## config.mk

```make
export PLATFORM = sky130hd
export DESIGN_NAME = dq_ctrl
export DESIGN_NICKNAME = d
export VERILOG_FILES = /design/src/rtl/core/dq_pkg.sv /design/src/rtl/core/dq_ctrl.sv
export SDC_FILE = /design/constraint.sdc
export NUM_CORES = 1
export LEC_CHECK = 0
export BUFFER_PORTS_ARGS = -buffer_cell sky130_fd_sc_hd__buf_2
export CORE_AREA = 2 2 39 41
export DETAILED_ROUTE_END_ITERATION = 12
export DIE_AREA = 0 0 41 43
export GPL_TIMING_DRIVEN = 0
export SYNTH_ARGS = -nofsm -noshare
export SYNTH_HDL_FRONTEND = slang
export SYNTH_SLANG_ARGS = --single-unit
```

## constraint.sdc

```tcl
create_clock -name clk -period 1.5 [get_ports clk]
set_input_delay 0.45 -clock clk [delete_from_list [all_inputs] [get_ports clk]]
set_output_delay 0.45 -clock clk [all_outputs]
set_load 0.05 [all_outputs]
```

## src/rtl/core/dq_pkg.sv

```systemverilog
`timescale 1ns / 1ps
// ----------------------------------------------------------------------------
// dq_pkg
// Types, sizes and helpers shared by the double-ended queue.
// ----------------------------------------------------------------------------
package dq_pkg;

	localparam int DEPTH      = 1024;
	localparam int DATA_W     = 32;
	localparam int ADDR_W     = (DEPTH > 1) ? $clog2(DEPTH) : 1;
	localparam int CNT_W      = $clog2(DEPTH + 1);
	localparam int POS_W      = 10;
	localparam int OCC_W      = 11;
	localparam int SUM_W      = ((CNT_W > POS_W) ? CNT_W : POS_W) + 1;

	typedef enum logic [2:0] {
		CMD_ADD_BACK   = 3'd0,
		CMD_ADD_FRONT  = 3'd1,
		CMD_DROP_FRONT = 3'd2,
		CMD_DROP_BACK  = 3'd3,
		CMD_SET_TAIL   = 3'd4,
		CMD_SET_HEAD   = 3'd5,
		CMD_READ_IDX   = 3'd6,
		CMD_CLEAR      = 3'd7
	} dq_cmd_t;

	typedef enum logic [1:0] {
		ST_DONE    = 2'd0,
		ST_EMPTY   = 2'd1,
		ST_FULL    = 2'd2,
		ST_RANGE   = 2'd3
	} dq_status_t;

	typedef enum logic [1:0] {
		FSM_IDLE,
		FSM_EXEC,
		FSM_READ,
		FSM_LOAD
	} dq_state_t;

	typedef struct packed {
		logic capture;
		logic exec;
		logic read;
		logic load;
	} dq_ctl_t;

	// ring index base + off, for off below DEPTH
	function automatic logic [ADDR_W-1:0] ring_add(input logic [ADDR_W-1:0] base,
	                                               input logic [SUM_W-1:0] off);
		logic [SUM_W-1:0] sum;
		sum = SUM_W'(base) + off;
		if (sum >= SUM_W'(DEPTH))
			sum = sum - SUM_W'(DEPTH);
		return sum[ADDR_W-1:0];
	endfunction

endpackage

```

## src/rtl/core/dq_ctrl.sv

```systemverilog
`timescale 1ns / 1ps
// ----------------------------------------------------------------------------
// dq_ctrl
// Sequencer: capture, execute, read back, load result register.
// ----------------------------------------------------------------------------
module dq_ctrl (
	input  logic           clk,
	input  logic           arst_n,
	input  logic           req_valid,
	output logic           req_ready,
	output logic           rsp_valid,
	input  logic           rsp_ready,
	output dq_pkg::dq_ctl_t ctl
);
	import dq_pkg::*;

	dq_state_t state_q, state_d;
	logic      out_valid_q;

	always_ff @(posedge clk or negedge arst_n) begin
		if (!arst_n)
			state_q <= FSM_IDLE;
		else
			state_q <= state_d;
	end

	always_comb begin
		state_d   = state_q;
		ctl       = '0;
		req_ready = 1'b0;
		case (state_q)
			FSM_IDLE: begin
				req_ready = 1'b1;
				if (req_valid) begin
					ctl.capture = 1'b1;
					state_d     = FSM_EXEC;
				end
			end
			FSM_EXEC: begin
				ctl.exec = 1'b1;
				state_d  = FSM_READ;
			end
			FSM_READ: begin
				ctl.read = 1'b1;
				state_d  = FSM_LOAD;
			end
			FSM_LOAD: begin
				if (!out_valid_q || rsp_ready) begin
					ctl.load = 1'b1;
					state_d  = FSM_IDLE;
				end
			end
			default: state_d = FSM_IDLE;
		endcase
	end

	always_ff @(posedge clk or negedge arst_n) begin
		if (!arst_n)
			out_valid_q <= 1'b0;
		else if (ctl.load)
			out_valid_q <= 1'b1;
		else if (rsp_ready)
			out_valid_q <= 1'b0;
	end

	assign rsp_valid = out_valid_q;
endmodule

```

# Yosys cells after proc, flatten, opt, wreduce, memory -nomap -nowiden
# Cells that the tools add are included.
word_totals:
  ramBits: 0
  output_inout_bits: 6
  elab_cells: 24
  n_memories: 0
  inputBits: 4
  romBits: 0
  reg_bits: 3
  latchBits: 0
classes:
  shift: 0
  multipliers: 0
  div: 0
  n_eq_ne: 5
  order_cmp: 0
  n_addsub: 0
  muxes: 12
  reduce_logical: 5
  bitwise: 0
ops:
  columns: ["cell", "count"]
  rows:
  - ["1-bit two-way mux", 9]
  - ["2-bit one-hot mux with 4 select lines", 1]
  - ["2-bit equality test, second input constant", 2]
  - ["2-bit two-way mux", 2]
  - ["2-bit != test, second input constant", 2]
  - ["2-bit by 1-bit equality test with 1-bit output, second input constant", 1]
  - ["2-bit logical NOT", 1]
  - ["2-bit AND reduction", 1]
  - ["2-bit nonzero test", 1]
  - ["1-bit logical NOT", 1]
  - ["1-bit logical OR", 1]

# Depth between registers and ports, before layout
# Gate-level depths: netlist of the first run.
depth:
  ltp_word: 5
  depth_mapped: 4

# Worst setup path before layout of the first run
# Ideal clock, no wire load.
synth_path:
  kind: "register -> output"
  startpoint: "register state_q[0]"
  endpoint: "output port ctl[3] (netlist name)"
  required_ns: 1.050
  n_path_buf: 0
  path_stages_with_launch: 4
  slack_ns: -0.445
  arrival_time_ns: 1.495
  cell_sequence: "dfrtp_1 > inv_1 > ha_1 > and2_1"
synth_rtl:
  columns: ["element", "line", "source"]
  rows:
  - ["start: declaration", "dq_ctrl.sv:17", "dq_state_t state_q, state_d;"]
  - ["start signal: assignment", "dq_ctrl.sv:24", "state_q <= state_d;"]
  - ["end: declaration", "dq_ctrl.sv:13", "output dq_pkg::dq_ctl_t ctl"]

==> results of run 1 <==
[routing by layer]
| metal | GRT usage | vias up | share of wire |
|---|---|---|---|
| met4 | 0.06000 | 0 | 0 |
| met5 | 0 | - | 0 |
| met1 | 0.04870 | 87 | 0.32 |
| met3 | 0.04712 | 0 | 0.064 |
| met2 | 0.1063 | 4 | 0.61 |
| li1 | - | 99 | - |
[cells by family (layout without fill, tap and decap cells)]
family | after synthesis | in the layout | share of synthesized area
AO/OA/AOI/OAI | 2 | 2 | 0.09756
adder cells (fa/ha/maj) | 4 | 4 | 0.2439
buffers and inverters | 3 | 23 | 0.05487
flip-flops | 3 | 3 | 0.3658
multiplexers | 1 | 1 | 0.07315
AND/OR/NAND/NOR | 5 | 5 | 0.1646
[tightest hold or removal path, stage by stage (launching register included)]
cell and delay, ns:
dfrtp_1 0.34, nand2b_1 0.07, nand2b_1 0.07
[sequential cells by signal, summed over array words and instances (netlist names)]
signal and flops:
state_q 2, rsp_valid 1
[synthesized netlist by cell type, drive strengths merged]
| master | instances | area share |
|---|---|---|
| inv | 3 | 0.055 |
| ha | 4 | 0.24 |
| a21oi | 1 | 0.043 |
| and2 | 2 | 0.061 |
| nand2b | 2 | 0.061 |
| o32a | 1 | 0.055 |
| mux2 | 1 | 0.073 |
| dfrtp | 3 | 0.37 |
| and3b | 1 | 0.043 |
[what timing repair did]
action,in CTS,in global routing
setup buffers,3,3
pin swaps,1,2
gates resized for setup,17,4
endpoints found under the setup margin,5,5
hold buffers,1,0
endpoints found under the hold margin,3,0
[final timing paths]
kind | slack, ns | start | to
worst min register to register | 0.53 | rsp_valid | rsp_valid
worst min-delay path | 0.53 | rsp_valid | rsp_valid
worst max-delay path | -0.09 | state_q[1] | ctl[3]
worst max register to register | 0.06 | state_q[1] | state_q[1]
max in group asynchronous | 0.85 | arst_n | rsp_valid
min in group asynchronous | 0.55 | arst_n | state_q[0]
[layout make-up]
cell class                      count  share of cell area
Sequential cell                     3              0.1760
Tap cell                           16             0.04692
Multi-Input combinational cell     12              0.3548
Inverter                            3             0.02639
Clock buffer                        4             0.06158
Timing Repair Buffer               16              0.3343
[through the flow]
step	cells	TNS (ns)	util	instance area, um2	hold WS, ns
after detailed placement	43	-0.08230	0.1998	276.5	0.2473
final	54	-0.3546	0.3083	426.7	0.5270
after global placement	43	-0.05930	0.1998	276.5	0.2477
after global routing	54	-0.5547	0.3083	426.7	0.5330
after floorplan	18	-0.08996	-	211.5	0.1544
after CTS	51	-0.4513	0.2812	389.1	0.5138
==> reports/results.txt, run 1 <==
Commonest non-fill, non-tap cells in the layout -> buf_4, buf_2
Worst-margin pin slew -> 0.2468 ns
Area growth from synthesis to layout -> 107.9%
Initial antenna violation count -> 0
Skew-Pair Late Insertion Delay -> 0.23 ns
N_diodes -> 0
CP startpoint kind -> flop
Cells on worst reg2reg path -> 6
Crit path max-delay family -> flip-flops
Fillers -> 148
Post-DP HPWL -> 314 um
Critical path arrival -> 1.14 ns
CTS Buf Count -> 3
Clk sink count -> 3
Die area -> 1763 um2
Worst Path Required -> 1.05 ns
CP max stage delay -> 0.40 ns
Area of the multi-input gates -> 151.4 um2
Slew Limit Fails -> 0
Slew margin rel. -> 0.8366
Vias -> 190
Sequential share of the synthesized area -> 0.3659
Final setup fails -> 5
Final worst path period share -> 1.059
Tot GR Track Use -> 0.06747
Stages on the worst setup path -> 4
RSZ-0062 raised after global routing -> yes
CTS tree -> yes
Detailed Route Iter0 Violations -> 0
Routed Antenna Nets -> 0
Htree depth -> 1
Max frequency -> 0.6296 GHz
Failing checks -> setup timing
Syn Nets -> 26
Worst hold stages -> 2
WL/cell -> 7.796 um
Rows -> 14
Pre-CTS setup slack -> -0.05137 ns
Crit Path Max Fanout -> 4
First-pass GRT wire length -> 717 um
Netlist Area Pre-Place -> 205.2 um2
IO buf count -> 9
Via/cell ratio -> 3.519
WS Path Type -> reg -> out
Largest net degree at the start of global routing -> 5
Cell count after synthesis -> 18
Crit. End Element -> primary output
Status -> finished with violations
I/O pins -> 10
Synthesized flop and latch total -> 3
Final min period -> 1.588 ns
DRT Pass-1 Iters -> 1
Final Skew -> 0.001385 ns
Drc violations -> 0
Vias in the first global route -> 187
CTS Buffer Depth -> 2
CP max-delay cell -> dfrtp_1
Final GP Congestion -> 0.5951
Min-delay worst type -> reg -> reg
Final worst slack -> -0.08826 ns
Core area -> 1384 um2
Clock Root Buffer -> clkbuf_4
Synth Warn # -> 0
NumNets Final -> 47
Max_cap viols -> 0
Initial Utilization -> 0.1483
Syn avg cell area -> 11.40 um2
Critical path, cell by cell -> inv_2, ha_4, and2_4, buf_8
Aggregate global routing overflow -> 0
Buf/Inv on CP -> 2
Final hold violation count -> 0
Fraction of layout cells with a size suffix above 1 -> 0.7632
Clock slew seen by the registers of the worst setup and hold paths -> 0.04 ns
Synth cell types -> 9
Leading cell type in the layout, fill and taps excluded -> buf_4
Storage cell area -> 75.07 um2
Die Ht -> 43 um
Die width -> 41 um
Post-detailed-routing wire length -> 421 um
Power of run 1 is not shown: default switching activity piles up to over one toggle a cycle in this logic, so the estimate is an artifact.
==> run 2, diff against run 1 <==
--- a/config.mk
+++ b/config.mk
@@ -10,6 +10,7 @@
 export DETAILED_ROUTE_END_ITERATION = 12
 export DIE_AREA = 0 0 41 43
 export GPL_TIMING_DRIVEN = 0
+export REMOVE_ABC_BUFFERS = 1
 export SYNTH_ARGS = -nofsm -noshare
 export SYNTH_HDL_FRONTEND = slang
 export SYNTH_SLANG_ARGS = --single-unit
==> run 2 against run 1 <==
Hold slack got worse by 0.0019 ns; register-to-register slack better by 0.04 ns; cell area shrank 10%; non-clock buffer count is 4 lower; critical endpoint unchanged; core utilization shrank 3.1 points; the run still ends with setup timing left.
==> reports/results.txt, run 2 (synthesized netlist as in run 1, its figures left out) <==
Status -> finished with violations
Failing checks -> setup timing
CTS Buf Count -> 3
Initial antenna violation count -> 0
Min-delay worst type -> in -> reg
DRT Pass-1 Iters -> 1
RSZ-0062 raised after global routing -> yes
Skew-Pair Late Insertion Delay -> 0.23 ns
Die Ht -> 43 um
Htree depth -> 1
Clk sink count -> 3
Tot GR Track Use -> 0.06244
Initial Utilization -> 0.1483
I/O pins -> 10
CTS Buffer Depth -> 2
Final Skew -> 0.0001856 ns
Clock Root Buffer -> clkbuf_4
IO buf count -> 9
Slew Limit Fails -> 0
Crit. End Element -> primary output
Max_cap viols -> 0
Die area -> 1763 um2
Clock slew seen by the registers of the worst setup and hold paths -> 0.03 ns
Area growth from synthesis to layout -> 87.19%
CP startpoint kind -> flop
Drc violations -> 0
WS Path Type -> reg -> out
Commonest non-fill, non-tap cells in the layout -> buf_2, clkbuf_4, buf_8, dfrtp_1
Final GP Congestion -> 0.5919
WL/cell -> 7.960 um
Detailed Route Iter0 Violations -> 0
Routed Antenna Nets -> 0
Vias -> 180
Via/cell ratio -> 3.600
N_diodes -> 0
Largest register FFs -> 2
CTS tree -> yes
Final worst path period share -> 1.065
Aggregate global routing overflow -> 0
Final Core Density -> 0.2776
Final hold violation count -> 0
Largest Register -> state_q
Largest net degree at the start of global routing -> 5
NumNets Final -> 43
Leading cell type in the layout, fill and taps excluded -> buf_2
Fraction of layout cells with a size suffix above 1 -> 0.6765
Final setup fails -> 5
Worst Path Required -> 1.05 ns
Post-DP HPWL -> 312.3 um
Worst hold slack -> 0.5251 ns
Die width -> 41 um
First-pass GRT wire length -> 634 um
Rows -> 14
Post-detailed-routing wire length -> 398 um
Final min period -> 1.597 ns
Crit Path Max Fanout -> 4
Core area -> 1384 um2
Max frequency -> 0.6262 GHz
Vias in the first global route -> 172
Slew margin rel. -> 0.8362
Critical path arrival -> 1.15 ns
Worst-margin pin slew -> 0.2474 ns
Final worst slack -> -0.09702 ns
## run 2: worst max-delay path: stages, from the launching register on
cell     delay [ns]
dfrtp_1        0.41
inv_2          0.10
ha_4           0.14
and2_4         0.13
buf_8          0.13
## run 2: through the flow
stage          worst slack (ns)  instances  cell area (um2)  TNS [ns]
4_1_cts                 -0.1076         49            362.8   -0.3787
2_1_floorplan           -0.4450         18            205.2   -0.5710
3_3_place_gp           -0.03817         43            270.3  -0.03817
6_report               -0.09702         50            384.1   -0.3062
5_1_grt                 -0.1463         50            384.1   -0.5812
3_5_place_dp           -0.04791         43            270.3  -0.04823
## run 2: repair_timing
item / 4_1_cts / 5_1_grt
setup buffers: 1 / 1
endpoints found under the hold margin: 1 / 0
gates resized for setup: 16 / 5
pin swaps: 1 / 2
hold buffers: 1 / 0
endpoints found under the setup margin: 5 / 5
## run 2: routing by layer
| metal | up-vias | global-route usage | part of all wire |
|---|---|---|---|
| met3 | 0 | 0.04712 | 0.060 |
| met4 | 0 | 0.08000 | 0 |
| li1 | 92 | - | - |
| met2 | 4 | 0.08750 | 0.60 |
| met5 | - | 0 | 0 |
| met1 | 84 | 0.04221 | 0.33 |
## run 2: layout make-up
class | count | area (um2)
inverter | 3 | 11.26
fill | 148 | 999.7
multi-input combinational | 12 | 138.9
tap | 16 | 20.02
clock buffer | 4 | 26.28
sequential | 3 | 75.07
timing repair buffer | 12 | 112.6
## run 2: worst paths after layout
path | from | to | slack [ns] | cells after the start
setup reg to reg | state_q[1] | state_q[1] | 0.10 | 4
setup / recovery | state_q[0] | ctl[3] | -0.1 | 4
max in group asynchronous | arst_n | rsp_valid | 0.85 | 2
min in group asynchronous | arst_n | state_q[0] | 0.54 | 2
hold / removal | rsp_ready | rsp_valid | 0.53 | 3
hold reg to reg | rsp_valid | rsp_valid | 0.53 | 2
Power of run 2 is left out for the same reason.
